## config.mk

```make
export PLATFORM = sky130hd
export DESIGN_NAME = counting_semaphore_fifo_waitq_core
export DESIGN_NICKNAME = d
export VERILOG_FILES = /design/src/rtl/core/csfw_pkg.sv /design/src/rtl/core/csfw_queue.sv /design/src/rtl/core/counting_semaphore_fifo_waitq_core.sv
export SDC_FILE = /design/constraint.sdc
export NUM_CORES = 1
export LEC_CHECK = 0
export BUFFER_PORTS_ARGS = -buffer_cell sky130_fd_sc_hd__buf_2
export CELL_PAD_IN_SITES_DETAIL_PLACEMENT = 1
export CELL_PAD_IN_SITES_GLOBAL_PLACEMENT = 1
export CORE_MARGIN = 10
export CORE_UTILIZATION = 47
export CTS_CLUSTER_DIAMETER = 60
export DETAILED_ROUTE_END_ITERATION = 8
export HOLD_SLACK_MARGIN = 0.03
export PLACE_DENSITY = 0.78
export REMOVE_ABC_BUFFERS = 1
export SLEW_MARGIN = 15
export SYNTH_ARGS = -nofsm -noshare
export SYNTH_HDL_FRONTEND = slang
export SYNTH_HIERARCHICAL = 1
export SYNTH_SLANG_ARGS = --single-unit
```

## constraint.sdc

```tcl
create_clock -name i_clk -period 5.2 [get_ports i_clk]
set_input_delay 0.26 -clock i_clk [delete_from_list [all_inputs] [get_ports i_clk]]
set_output_delay 0.26 -clock i_clk [all_outputs]
set_load 0.02 [all_outputs]
```

## src/rtl/core/csfw_pkg.sv

```systemverilog
package csfw_pkg;

    // queue geometry and field widths
    localparam int QUEUE_DEPTH = 16;
    localparam int ID_WIDTH    = 8;
    localparam int PTR_W       = (QUEUE_DEPTH > 1) ? $clog2(QUEUE_DEPTH) : 1;
    localparam int OCC_W       = $clog2(QUEUE_DEPTH + 1);
    localparam int CMD_W       = 2;
    localparam int KIND_W      = 2;
    localparam int OUT_ID_W    = 8;
    localparam int CNT_W       = 16;

    typedef logic [PTR_W-1:0]           t_ptr;
    typedef logic [OCC_W-1:0]           t_occ;
    typedef logic [ID_WIDTH-1:0]        t_id;
    typedef logic signed [CNT_W-1:0]    t_count;

    // command codes
    typedef enum logic [CMD_W-1:0] {
        CMD_WAIT   = 2'd0,
        CMD_SIGNAL = 2'd1,
        CMD_CLOSE  = 2'd2
    } t_cmd;

    // result codes
    typedef enum logic [KIND_W-1:0] {
        EV_DONE     = 2'd0,
        EV_BLOCKED  = 2'd1,
        EV_RELEASED = 2'd2,
        EV_FULL     = 2'd3
    } t_kind;

    // control from the sequencer to the waiter queue
    typedef struct packed {
        logic push;     // write id at tail
        logic pop;      // advance head
        logic clear;    // reset pointers and occupancy
        logic rd_en;    // read head entry into the output register
        logic rd_next;  // read the entry after head instead
    } t_q_ctl;

    // pointer increment with wrap at the queue depth
    function automatic t_ptr ptr_inc(input t_ptr p);
        if (p == t_ptr'(QUEUE_DEPTH - 1)) begin
            return '0;
        end else begin
            return p + t_ptr'(1);
        end
    endfunction

endpackage

```

## src/rtl/core/csfw_queue.sv

```systemverilog
module csfw_queue (
    input  logic             i_clk,
    input  logic             i_rst_n,
    input  csfw_pkg::t_q_ctl i_ctl,
    input  csfw_pkg::t_id    i_push_id,
    output csfw_pkg::t_id    o_rd_id,
    output csfw_pkg::t_occ   o_occ
);
    import csfw_pkg::*;

    t_id  r_mem [QUEUE_DEPTH];
    t_id  r_rd_id;
    t_ptr r_head;
    t_ptr r_tail;
    t_occ r_occ;
    t_ptr head_nx;
    t_ptr rd_addr;

    assign head_nx = ptr_inc(r_head);
    assign rd_addr = i_ctl.rd_next ? head_nx : r_head;

    // waiter id storage, one write and one registered read port
    always_ff @(posedge i_clk) begin
        if (i_ctl.push) begin
            r_mem[r_tail] <= i_push_id;
        end
        if (i_ctl.rd_en) begin
            r_rd_id <= r_mem[rd_addr];
        end
    end

    // head, tail and occupancy
    always_ff @(posedge i_clk) begin
        if (!i_rst_n || i_ctl.clear) begin
            r_head <= '0;
            r_tail <= '0;
            r_occ  <= '0;
        end else begin
            if (i_ctl.push) begin
                r_tail <= ptr_inc(r_tail);
            end
            if (i_ctl.pop) begin
                r_head <= head_nx;
            end
            if (i_ctl.push && !i_ctl.pop) begin
                r_occ <= r_occ + t_occ'(1);
            end else if (i_ctl.pop && !i_ctl.push) begin
                r_occ <= r_occ - t_occ'(1);
            end
        end
    end

    assign o_rd_id = r_rd_id;
    assign o_occ   = r_occ;

endmodule

```

## src/rtl/core/counting_semaphore_fifo_waitq_core.sv

```systemverilog
// channel   direction  handshake                   payload
// input     in         i_in_valid / o_in_stall     i_cmd, i_thread_id, i_caller_sleeping
// output    out        o_out_valid / i_out_stall   o_event_kind, o_released_id,
//                                                  o_count_now, o_last
// config    in         psel/penable/pwrite/pready  paddr, pwdata, prdata
//
// wait, a signal that releases nothing and an unused command: answered in S_IDLE.
// signal that releases a waiter: goes through S_POP for the registered queue memory read.
// close: done in S_IDLE if empty; else S_DRAIN, one queue read per cycle unless stalled.
// synchronous reset clears count, pointers, occupancy and initial_count; no clearing pass.
// a stalled output holds the pending result; input is stalled until it can drain.
module counting_semaphore_fifo_waitq_core (
    input  logic        i_clk,
    input  logic        i_rst_n,
    // input channel
    input  logic        i_in_valid,
    output logic        o_in_stall,
    input  logic [1:0]  i_cmd,
    input  logic [7:0]  i_thread_id,
    input  logic        i_caller_sleeping,
    // output channel
    output logic        o_out_valid,
    input  logic        i_out_stall,
    output logic [1:0]  o_event_kind,
    output logic [7:0]  o_released_id,
    output logic signed [15:0] o_count_now,
    output logic        o_last,
    // configuration port
    input  logic        psel,
    input  logic        penable,
    input  logic        pwrite,
    input  logic [2:0]  paddr,
    input  logic [31:0] pwdata,
    output logic [31:0] prdata,
    output logic        pready
);
    import csfw_pkg::*;

    localparam logic REG_INITIAL_COUNT = 1'b0;
    localparam t_count CNT_MIN = {1'b1, {(CNT_W-1){1'b0}}};
    localparam t_count CNT_MAX = {1'b0, {(CNT_W-1){1'b1}}};

    typedef enum logic [2:0] {
        S_IDLE  = 3'b001,
        S_POP   = 3'b010,
        S_DRAIN = 3'b100
    } t_state;

    t_state r_state, n_state;
    t_count r_count, n_count;
    t_count r_init;
    logic   r_out_valid, n_out_valid;
    t_kind  r_out_kind, n_out_kind;
    logic [OUT_ID_W-1:0] r_out_id, n_out_id;
    t_count r_out_count, n_out_count;
    logic   r_out_last, n_out_last;

    t_q_ctl q_ctl;
    t_id    q_rd_id;
    t_occ   q_occ;
    t_id    in_id;
    logic   out_free;
    logic   in_accept;
    logic   load;
    logic   q_full;
    logic   q_one;
    t_count dec_count;
    t_count inc_count;

    csfw_queue u_queue (
        .i_clk     (i_clk),
        .i_rst_n   (i_rst_n),
        .i_ctl     (q_ctl),
        .i_push_id (in_id),
        .o_rd_id   (q_rd_id),
        .o_occ     (q_occ)
    );

    // configuration register
    assign pready = 1'b1;
    assign prdata = (paddr[2] == REG_INITIAL_COUNT) ? 32'(r_init) : '0;

    always_ff @(posedge i_clk) begin
        if (!i_rst_n) begin
            r_init <= '0;
        end else if (psel && penable && pwrite && paddr[2] == REG_INITIAL_COUNT) begin
            r_init <= t_count'(pwdata[CNT_W-1:0]);
        end
    end

    // handshake
    assign out_free   = !r_out_valid || !i_out_stall;
    assign o_in_stall = !(r_state == S_IDLE && out_free);
    assign in_accept  = i_in_valid && r_state == S_IDLE && out_free;

    // saturating count steps and queue status
    assign in_id     = t_id'(i_thread_id);
    assign dec_count = (r_count == CNT_MIN) ? r_count : r_count - t_count'(1);
    assign inc_count = (r_count == CNT_MAX) ? r_count : r_count + t_count'(1);
    assign q_full    = q_occ == t_occ'(QUEUE_DEPTH);
    assign q_one     = q_occ == t_occ'(1);

    // command sequencer
    always_comb begin
        n_state     = r_state;
        n_count     = r_count;
        q_ctl       = '0;
        load        = 1'b0;
        n_out_kind  = EV_DONE;
        n_out_id    = '0;
        n_out_count = r_count;
        n_out_last  = 1'b1;
        case (r_state)
            S_IDLE: begin
                if (in_accept) begin
                    case (t_cmd'(i_cmd))
                        CMD_WAIT: begin
                            n_count     = dec_count;
                            n_out_count = dec_count;
                            load        = 1'b1;
                            if (dec_count[CNT_W-1] && !i_caller_sleeping) begin
                                n_out_id = OUT_ID_W'(in_id);
                                if (q_full) begin
                                    n_out_kind = EV_FULL;
                                end else begin
                                    n_out_kind = EV_BLOCKED;
                                    q_ctl.push = 1'b1;
                                end
                            end
                        end
                        CMD_SIGNAL: begin
                            n_count = inc_count;
                            if ((inc_count[CNT_W-1] || inc_count == '0) && q_occ != '0) begin
                                q_ctl.rd_en = 1'b1;
                                n_state     = S_POP;
                            end else begin
                                n_out_count = inc_count;
                                load        = 1'b1;
                            end
                        end
                        CMD_CLOSE: begin
                            if (q_occ == '0) begin
                                n_count     = r_init;
                                n_out_count = r_init;
                                load        = 1'b1;
                            end else begin
                                q_ctl.rd_en = 1'b1;
                                n_state     = S_DRAIN;
                            end
                        end
                        default: begin
                            load = 1'b1;
                        end
                    endcase
                end
            end
            S_POP: begin
                if (out_free) begin
                    load       = 1'b1;
                    n_out_kind = EV_RELEASED;
                    n_out_id   = OUT_ID_W'(q_rd_id);
                    q_ctl.pop  = 1'b1;
                    n_state    = S_IDLE;
                end
            end
            S_DRAIN: begin
                if (out_free) begin
                    load       = 1'b1;
                    n_out_kind = EV_RELEASED;
                    n_out_id   = OUT_ID_W'(q_rd_id);
                    n_out_last = q_one;
                    if (q_one) begin
                        n_count     = r_init;
                        n_out_count = r_init;
                        q_ctl.clear = 1'b1;
                        n_state     = S_IDLE;
                    end else begin
                        q_ctl.pop     = 1'b1;
                        q_ctl.rd_en   = 1'b1;
                        q_ctl.rd_next = 1'b1;
                    end
                end
            end
            default: begin
                n_state = S_IDLE;
            end
        endcase
    end

    assign n_out_valid = load || (r_out_valid && i_out_stall);

    // control state
    always_ff @(posedge i_clk) begin
        if (!i_rst_n) begin
            r_state     <= S_IDLE;
            r_count     <= '0;
            r_out_valid <= 1'b0;
        end else begin
            r_state     <= n_state;
            r_count     <= n_count;
            r_out_valid <= n_out_valid;
        end
    end

    // output word register
    always_ff @(posedge i_clk) begin
        if (load) begin
            r_out_kind  <= n_out_kind;
            r_out_id    <= n_out_id;
            r_out_count <= n_out_count;
            r_out_last  <= n_out_last;
        end
    end

    assign o_out_valid   = r_out_valid;
    assign o_event_kind  = r_out_kind;
    assign o_released_id = r_out_id;
    assign o_count_now   = r_out_count;
    assign o_last        = r_out_last;

endmodule
```

==> impl_metrics.ini, run 1 <==
[cts]
cts_buffers = 25
clock_latency_ns = 0.54
cts_sinks = 212
htree_levels = 1
clkTransAtPathRegs_ns = 0.06
cts.path.max_buffers = 3
cts_tree = done
cts-root-buf = clkbuf_16

[global_routing]
gr-total-overflow = 0
grt_pass1_vias = 9138
grt_max_degree = 39
grt_pass1_wl_um = 54900
grt_use_total_pct = 22.6
antenna_found_initial = 0

[synthesis]
async_flop_share_pct = 0
syn_inst = 1061
yosysTopAreaCell = edfxtp_1
syn_area_per_cell_um2 = 10.7
ys_ff_latch = 212
ys_warn_count = 6
synth_edf_count = 163
synth_cell_types = 96
synthFlopType = edfxtp_1
syn-cell-area_um2 = 11400
yosys.area.top_type_share_pct = 43.0
synthTopCellsByArea = edfxtp_1 43%, dfxtp_1 8.6%, mux2i_1 5.4%
seq_area_frac_synth_pct = 51.6

[worst_setup_path]
path_max_fanout = 10
worstPathArrival_ns = 5.35
reg2reg_from = r_count[0]
worstRegToRegCells = 18
end_kind = flop
r2r_setup_slack_ns = 0.32
r2r-end = u_queue/o_occ[4]
critical_path_class = reg -> reg
crit_start = r_count[0]
cp-start-kind = flop
required_ns = 5.67

[drt]
first_pass_iters = 6
routedWlPerCell_um = 24.4
num_vias = 9009
antenna_left = 0
drtIter0Drc = 867
drc = 0
drt_wl_total_um = 35800
drt-vias-per-instance = 6.12

[sta]
fin_crit_ns = 4.88
rsz0062_at_grt = no
report.final.slew_viol_count = 0
hold_viol = 0
setup_violations = 0
tightest_slew_ns = 0.965
timing.final.crit_share_pct = 93.9
tns_ns = 0
worst_clock_skew_ns = 0.0181
relSlewSlack_pct = 35.7
max_freq_mhz = 205

[outcome]
outcome = finished, final reports clean

[place]
dp_cells = 1410
hpwl_um = 25000
gp_congestion = 0.947
io_buffer_count = 95

[floorplan]
io_pins = 115
die_area_um2 = 30900
die_x_um = 176
core_region_area_um2 = 23700
initial_core_util_pct = 48.1
chipHeight_um = 176
fp-row-count = 56

[hold_path]
min_from = i_thread_id[7]
holdPathStages = 1
hold_end = u_queue/r_mem[2][7]
hold_path.class = in -> reg

[job]
cap_violations = 0

[cells_and_area]
antenna_cells = 0
final_common_cell = edfxtp_1
finalNetCount = 1203
n_fill_cell = 2637
final_cell_mix = 163 x edfxtp_1, 145 x nand2_1, 95 x buf_2
final_cells = 1471
areaGrowthSynthToFinish_pct = 13.1
drive_gt1_share_pct = 17.1

[power_and_ir_drop]
leakagePower_nw = 4.82
power_density_nw_per_um2 = 322
ir_drop_mv = 0.292
critical path: stages, from the launching register on:
cell      delay (ns)
dfxtp_1         0.50
inv_1           0.17
ha_1            0.27
nor4b_1         0.15
nand4_1         0.22
and4_1          0.48
nor4b_1         0.50
xor2_1          0.29
nand2_1         0.12
nor3_2          0.18
a21boi_1        0.24
ha_1            0.23
inv_1           0.12
fa_1            0.44
a21o_1          0.19
a21oi_1         0.17
xnor2_1         0.09
or3_1           0.31
a21oi_1         0.14
synth_stat cells, drive strengths merged (18+ instances only):
master / count
nor2: 56
edfxtp: 163
o21ai: 40
mux2i: 64
and2: 25
inv: 21
buf: 50
clkbuf: 42
a21oi: 69
nand2: 145
nor2b: 20
dfxtp: 49
a21boi: 18
nand3: 36
area by class of cell:
cell class                 instances  area [um^2]  share of cell area (%)
sequential                       212         5880                    45.6
inverter                          21         78.8                   0.612
timing repair buffer             138          838                    6.51
clock buffer                      33          656                    5.09
clock inverter                    12          129                    1.00
tap                              319          399                    3.10
multi-input combinational        736         4910                    38.1
power by group:
| group | internal [W] | switching, W | total (W) |
|---|---|---|---|
| combinational | 0.000194 | 0.000362 | 0.000556 |
| sequential | 0.00187 | 0.0000376 | 0.00191 |
| clock | 0.000992 | 0.000696 | 0.00169 |
routing by layer:
layer  part of all wire [%]  routed length (um)  vias up  global-route usage, %
met1                     42               15100     4500                   30.0
met4                    2.6                 942        0                   6.89
li1                       -                   -     4092                      -
met3                    8.9                3190       56                   5.47
met5                      0                   0        -                      0
met2                     46               16500      361                   35.8
how the worst max path moves through the flow:
stage                                  end
after global routing      u_queue/o_occ[4]
after CTS                 u_queue/o_occ[4]
after global placement    u_queue/o_occ[4]
after detailed placement  u_queue/o_occ[4]
after floorplan                 prdata[15]
final                     u_queue/o_occ[4]
flip-flops by register name, indices dropped and copies added, names as in the netlist:
name	cells
u_queue/o_occ	5
u_queue/r_mem	128
o_event_kind	2
o_count_now	16
r_state	3
u_queue/r_head	4
u_queue/r_tail	4
u_queue/o_rd_id	8
r_count	16
r_init	16
o_released_id	8
o_last	1
o_out_valid	1
repair_timing:
action,CTS,global route
hold endpoints to repair,16,0
buffers inserted,0,0
hold buffers,16,0
setup endpoints to repair,0,0
gates resized for setup,0,0
stage by stage:
stage          hold WS [ns]  instance area, um^2  util, %  total power, W  worst slack [ns]
3_3_place_gp          0.507                11900     50.4         0.00246             0.579
3_5_place_dp          0.517                11900     50.4         0.00247             0.520
6_report              0.138                12900     54.4         0.00415             0.318
2_1_floorplan         0.349                10900        -         0.00226             0.169
4_1_cts               0.124                12900     54.4         0.00416             0.392
5_1_grt               0.152                12900     54.4         0.00430            0.0665
cells by family after synthesis:
group	Yosys count	share of synthesized area, %
buffers and inverters	113	5.45
AND/OR/NAND/NOR	364	16.1
other	1	0.0329
adder cells (fa/ha/maj)	16	1.82
XOR/XNOR	21	1.61
multiplexers	72	6.65
flip-flops	212	51.6
AO/OA/AOI/OAI	262	16.8
(Power assumes the default switching activity.)
==> inputs of run 2 (changes only) <==
--- a/config.mk
+++ b/config.mk
@@ -9,14 +9,13 @@
 export CELL_PAD_IN_SITES_DETAIL_PLACEMENT = 1
 export CELL_PAD_IN_SITES_GLOBAL_PLACEMENT = 1
 export CORE_MARGIN = 10
-export CORE_UTILIZATION = 47
+export CORE_UTILIZATION = 48
 export CTS_CLUSTER_DIAMETER = 60
 export DETAILED_ROUTE_END_ITERATION = 8
 export HOLD_SLACK_MARGIN = 0.03
-export PLACE_DENSITY = 0.78
+export PLACE_DENSITY = 0.79
 export REMOVE_ABC_BUFFERS = 1
 export SLEW_MARGIN = 15
 export SYNTH_ARGS = -nofsm -noshare
 export SYNTH_HDL_FRONTEND = slang
-export SYNTH_HIERARCHICAL = 1
 export SYNTH_SLANG_ARGS = --single-unit
==> run 2 against run 1 <==
Via count is 0.71% higher. Clock skew shrank 0.0054 ns. Worst setup slack improved by 0.67 ns.
==> impl_metrics.ini, run 2 <==
[worst_setup_path]
end_kind = flop
r2r-end = o_count_now[6]
cp-start-kind = flop
critical_path_class = reg -> reg
slowest_delay_ns = 0.68
r2r_setup_slack_ns = 0.99
required_ns = 5.42
reg2reg_from = r_count[0]
path_max_fanout = 18
worstPathArrival_ns = 4.44
worstRegToRegCells = 8
path_cells = ha_1 -> and3_1 -> nand4_1 -> and4_1 -> nor2_1 -> and4bb_4 -> o21ai_4 -> buf_4
slowest_stage = o21ai_4

[global_routing]
grt_pass1_vias = 9150
gr-total-overflow = 0
grt_use_total_pct = 23.3
antenna_found_initial = 0
grt_max_degree = 33
grt_pass1_wl_um = 55400

[cts]
cts_tree = done
post_cts_buffers = 0
cts-root-buf = clkbuf_16
clock_latency_ns = 0.54
htree_levels = 1
clkTransAtPathRegs_ns = 0.06
cts_sinks = 212
cts.path.max_buffers = 3
cts_buffers = 25

[synthesis]
async_flop_share_pct = 0
ys_warn_count = 0
syn-cell-area_um2 = 11300
ys_ff_latch = 212
syn_inst = 1023
yosys.area.top_type_share_pct = 43.3
seq_area_frac_synth_pct = 51.9
synth_edf_count = 163
yosys.cell_count.top_type = edfxtp_1
synth_cell_types = 84
synthFlopType = edfxtp_1
synthTopCellsByArea = edfxtp_1 43%, dfxtp_1 8.7%, mux4_2 6.4%
yosys-top-cells-count = 163 x edfxtp_1, 137 x nand2_1, 80 x a21oi_1
yosysTopAreaCell = edfxtp_1
syn_area_per_cell_um2 = 11.1

[sta]
report.final.slew_viol_count = 0
setup_violations = 0
rsz0062_at_grt = no
worst_clock_skew_ns = 0.0127
tns_ns = 0
tightest_slew_ns = 1.14
timing.final.crit_share_pct = 81.0
relSlewSlack_pct = 23.9
hold_viol = 0
max_freq_mhz = 237
fin_crit_ns = 4.21

[cells_and_area]
design_area_um2 = 12900
fin_util_pct = 55.5
multi_input_comb_area_um2 = 4910
largest_register = u_queue.r_mem
n_fill_cell = 2479
finalNetCount = 1156
areaGrowthSynthToFinish_pct = 14.4
drive_gt1_share_pct = 20.3
final_cells = 1426
largest_register_ffs = 128
antenna_cells = 0
final_cell_mix = 163 x edfxtp_1, 137 x nand2_1, 95 x buf_2
final_common_cell = edfxtp_1
regArea_um2 = 5880

[place]
hpwl_um = 23300
dp_cells = 1364
io_buffer_count = 95
placed_area_um2 = 11900
gp_congestion = 0.937

[hold_path]
hold_path.class = in -> reg
min_from = i_thread_id[1]
hold_end = u_queue.r_mem[7][1]
holdPathStages = 1

[drt]
routedWlPerCell_um = 25.4
drtIter0Drc = 886
drt_wl_total_um = 36200
drt-vias-per-instance = 6.36
drc = 0
first_pass_iters = 6
antenna_left = 0
num_vias = 9073

[floorplan]
io_pins = 115
fp-row-count = 56
chipHeight_um = 174
core_region_area_um2 = 23300
initial_core_util_pct = 48.5
die_x_um = 174
die_area_um2 = 30100

[power_and_ir_drop]
leakagePower_nw = 4.63
finalPower_w = 0.00465
power_density_nw_per_um2 = 359
ir_drop_mv = 0.303

[outcome]
outcome = finished, final reports clean

[job]
cap_violations = 0
## run 2: layout make-up
class	instances	area share, %
sequential	212	45.4
timing repair buffer	131	6.07
inverter	28	0.812
tap	319	3.08
clock inverter	11	1.46
multi-input combinational	690	37.9
clock buffer	35	5.28
## run 2: how the worst max path moves through the flow
stage / start / endpoint / slack (ns)
final: r_count[0] / o_count_now[6] / 0.99
after global routing: r_count[0] / o_count_now[15] / 0.95
after floorplan: r_init[15] / prdata[15] / 0.18
after detailed placement: r_count[0] / o_count_now[6] / 1.24
after global placement: r_count[0] / o_count_now[6] / 1.35
after CTS: r_count[0] / o_count_now[15] / 1.17
## run 2: repair_timing
item / 4_1_cts / 5_1_grt
hold endpoints to repair: 16 / 0
hold buffers: 16 / 0
resized for setup: 0 / 0
## run 2: through the flow
stage | hold slack (ns) | setup slack [ns]
CTS | 0.109 | 1.17
detailed placement | 0.482 | 1.24
global placement | 0.478 | 1.35
global route | 0.134 | 0.946
floorplan | 0.359 | 0.176
finish | 0.122 | 0.987
## run 2: where the power goes
| group | switching, W | internal, W |
|---|---|---|
| logic | 0.000509 | 0.000286 |
| registers | 0.0000977 | 0.00190 |
| clock network | 0.000726 | 0.00113 |
## run 2: logic make-up after synthesis
logic type	after synthesis	share of synthesized area, %
and+or+nand+nor	316	14.1
AOI/OAI and AO/OA	262	15.3
DFF	212	51.9
buffers and inverters	121	5.11
muxes	72	10.0
xor gates and xnor gates	24	1.86
adders and majority gates	15	1.66
other	1	0.0332
## run 2: worst max-delay path, delay by kind of cell (launching register included)
family                     cells  cell delay, ns
DFF                            1            0.66
adders and majority gates      1            0.39
AOI/OAI and AO/OA              1            0.68
buffers and inverters          1            0.37
and+or+nand+nor                5            1.78
## run 2: layer usage
metal | routed length, um | global-route usage, %
met5 | 0 | 0
met4 | 1120 | 7.98
met3 | 2750 | 4.29
met2 | 17400 | 37.6
met1 | 14900 | 30.8
==> inputs of run 3 (changes only) <==
--- a/config.mk
+++ b/config.mk
@@ -5,15 +5,16 @@
 export SDC_FILE = /design/constraint.sdc
 export NUM_CORES = 1
 export LEC_CHECK = 0
+export ABC_AREA = 1
 export BUFFER_PORTS_ARGS = -buffer_cell sky130_fd_sc_hd__buf_2
 export CELL_PAD_IN_SITES_DETAIL_PLACEMENT = 1
 export CELL_PAD_IN_SITES_GLOBAL_PLACEMENT = 1
 export CORE_MARGIN = 10
-export CORE_UTILIZATION = 48
+export CORE_UTILIZATION = 45
 export CTS_CLUSTER_DIAMETER = 60
 export DETAILED_ROUTE_END_ITERATION = 8
 export HOLD_SLACK_MARGIN = 0.03
-export PLACE_DENSITY = 0.79
+export PLACE_DENSITY = 0.78
 export REMOVE_ABC_BUFFERS = 1
 export SLEW_MARGIN = 15
 export SYNTH_ARGS = -nofsm -noshare
==> constraint.sdc (replaced) <==
create_clock -name i_clk -period 4.4 [get_ports i_clk]
set_input_delay 0.22 -clock i_clk [delete_from_list [all_inputs] [get_ports i_clk]]
set_output_delay 0.22 -clock i_clk [all_outputs]
set_load 0.02 [all_outputs]
==> run 3 against run 2 <==
Combinational power grew 47%. Global-route usage grew 0.81 points. Maximum frequency grew 18%. Highest routed layer unchanged. Synthesized cell count grew 25%. Critical endpoint is now o_count_now[0].
==> impl_metrics.ini, run 3 <==
[outcome]
outcome = finished, final reports clean

[drt]
drtIter0Drc = 987
drc = 0
routedWlPerCell_um = 22.8
antenna_left = 0
drt_wl_total_um = 38800
num_vias = 10000
first_pass_iters = 5
drt-vias-per-instance = 5.89

[sta]
report.final.slew_viol_count = 0
relSlewSlack_pct = 26.3
worst_clock_skew_ns = 0.0287
setup_violations = 0
max_freq_mhz = 281
tns_ns = 0
tightest_slew_ns = 1.11
fin_crit_ns = 3.56
hold_viol = 0
rsz0062_at_grt = no
timing.final.crit_share_pct = 81.0

[cts]
cts_tree = done
htree_levels = 1
cts-root-buf = clkbuf_16
cts-hold-fix-buffers = 15
cts_buffers = 24
clock_latency_ns = 0.54
post_cts_buffers = 0
cts.path.max_buffers = 3
cts_resized = 0
clkTransAtPathRegs_ns = 0.06
cts_sinks = 212

[power_and_ir_drop]
power_density_nw_per_um2 = 425
finalPower_w = 0.00543
ir_drop_mv = 0.279
leakagePower_nw = 5.00

[synthesis]
ys_warn_count = 0
synth_fa_ha_area_share_pct = 1.67
seq_area_frac_synth_pct = 52.4
yosysTopAreaCell = edfxtp_1
synth_cell_types = 48
syn-cell-area_um2 = 11200
yosys.area.top_type_share_pct = 43.6
syn_area_per_cell_um2 = 8.78
synth_edf_count = 163
syn_inst = 1277
async_flop_share_pct = 0
yosys.area_share.simple_pct = 19.7
synth_top_family_by_area = simple AND/OR/NAND/NOR gates
synthFlopType = edfxtp_1
synth_mux_area_share_pct = 0
synthTopCellsByArea = edfxtp_1 44%, dfxtp_1 8.7%, nand2_1 6.8%
yosys.cell_count.top_type = nand2_1
ys_ff_latch = 212
yosys-top-cells-count = 202 x nand2_1, 184 x nor2_1, 163 x edfxtp_1
synth_compound_area_share_pct = 17.4
synthXorXnorAreaFrac_pct = 0.859

[global_routing]
grt_pass1_vias = 10200
gr-total-overflow = 0
grt_max_degree = 65
grt_pass1_wl_um = 59400
antenna_found_initial = 0
grt_use_total_pct = 24.1

[worst_setup_path]
crit_family = simple AND/OR/NAND/NOR gates
end_kind = flop
crit_start = r_count[0]
cp-endpoint = o_count_now[0]
worst-path-stages = 18
path_max_fanout = 16
worstRegToRegCells = 18
r2r-end = o_count_now[0]
cp-start-kind = flop
path_cells = ha_1 -> nand2_1 -> nor2_4 -> nand2_4 -> inv_2 -> nand2_4 -> nor2_1 -> nor2_2 -> nand3_1 -> nor2_1 -> nand2_1 -> nand2_2 -> nand2_4 -> nand2_1 -> nand2_1 -> nand2_1 -> nand2_1 -> buf_4
required_ns = 4.60
worst-path-buf-inv = 2
r2r_setup_slack_ns = 0.84
crit_top_cell = nand2_1
worstPathArrival_ns = 3.76
reg2reg_from = r_count[0]
slowest_delay_ns = 0.52
critical_path_class = reg -> reg
slowest_stage = dfxtp_1

[cells_and_area]
fin_util_pct = 52.4
largest_register_ffs = 128
final_cell_mix = 202 x nand2_1, 183 x nor2_1, 163 x edfxtp_1
finalNetCount = 1430
antenna_cells = 0
regArea_um2 = 5880
largest_register = u_queue.r_mem
multi_input_comb_area_um2 = 4470
n_fill_cell = 2913
final_common_cell = nand2_1
areaGrowthSynthToFinish_pct = 13.9
drive_gt1_share_pct = 15.0

[place]
io_buffer_count = 95
hpwl_um = 26400
gp_congestion = 0.967

[floorplan]
core_region_area_um2 = 24400
fp-row-count = 57
die_area_um2 = 31600
die_x_um = 178
io_pins = 115
chipHeight_um = 178
initial_core_util_pct = 46.0

[job]
cap_violations = 0

[hold_path]
hold_path.class = in -> reg
run 3: final cells by class:
type | instances | share of cell area (%)
Sequential cell | 212 | 46.0
Multi-Input combinational cell | 866 | 35.0
Timing Repair Buffer | 143 | 6.83
Clock buffer | 35 | 5.18
Inverter | 115 | 3.38
Tap cell | 324 | 3.17
Clock inverter | 9 | 0.490
run 3: kinds of logic after synthesis:
family,after synthesis
AND/OR/NAND/NOR,511
adder cells (fa/ha/maj),15
AO/OA/AOI/OAI,328
XOR/XNOR,11
buffers and inverters,199
other,1
flip-flops,212
run 3: worst min-delay path by stage:
stage | cells after the start | slack [ns] | to | from
2_1_floorplan | 1 | 0.30 | r_state[0] | i_rst_n
3_3_place_gp | 2 | 0.49 | u_queue.r_head[3] | u_queue.r_head[3]
3_5_place_dp | 2 | 0.51 | u_queue.o_occ[0] | u_queue.o_occ[0]
4_1_cts | 3 | 0.04 | r_init[1] | pwdata[1]
5_1_grt | 3 | 0.07 | r_init[1] | pwdata[1]
6_report | 3 | 0.06 | r_init[1] | pwdata[1]
run 3: tightest hold or removal path: stages:
cell and delay (ns):
buf_2 0.07, o21ai_0 0.10, a21oi_1 0.14
run 3: report_power, final:
group,internal [W],switching (W)
Clock,0.00105,0.000817
Combinational,0.000351,0.000816
Sequential,0.00226,0.000141
run 3: per-layer routing:
| metal | wire length (um) | GRT usage (%) | vias up |
|---|---|---|---|
| met5 | 0 | 0.800 | - |
| met3 | 3670 | 5.10 | 41 |
| li1 | - | - | 4595 |
| met4 | 574 | 4.90 | 0 |
| met2 | 17500 | 37.6 | 425 |
| met1 | 17100 | 33.6 | 4979 |
run 3: metrics by stage:
step / hold slack, ns / instances / setup slack, ns / instance area [um^2]
after CTS: 0.0423 / 1704 / 0.876 / 12800
after global routing: 0.0717 / 1704 / 0.535 / 12800
after floorplan: 0.304 / 1193 / -0.367 / 10800
after detailed placement: 0.507 / 1645 / 0.906 / 11900
after global placement: 0.494 / 1645 / 0.943 / 11900
final: 0.0640 / 1704 / 0.838 / 12800
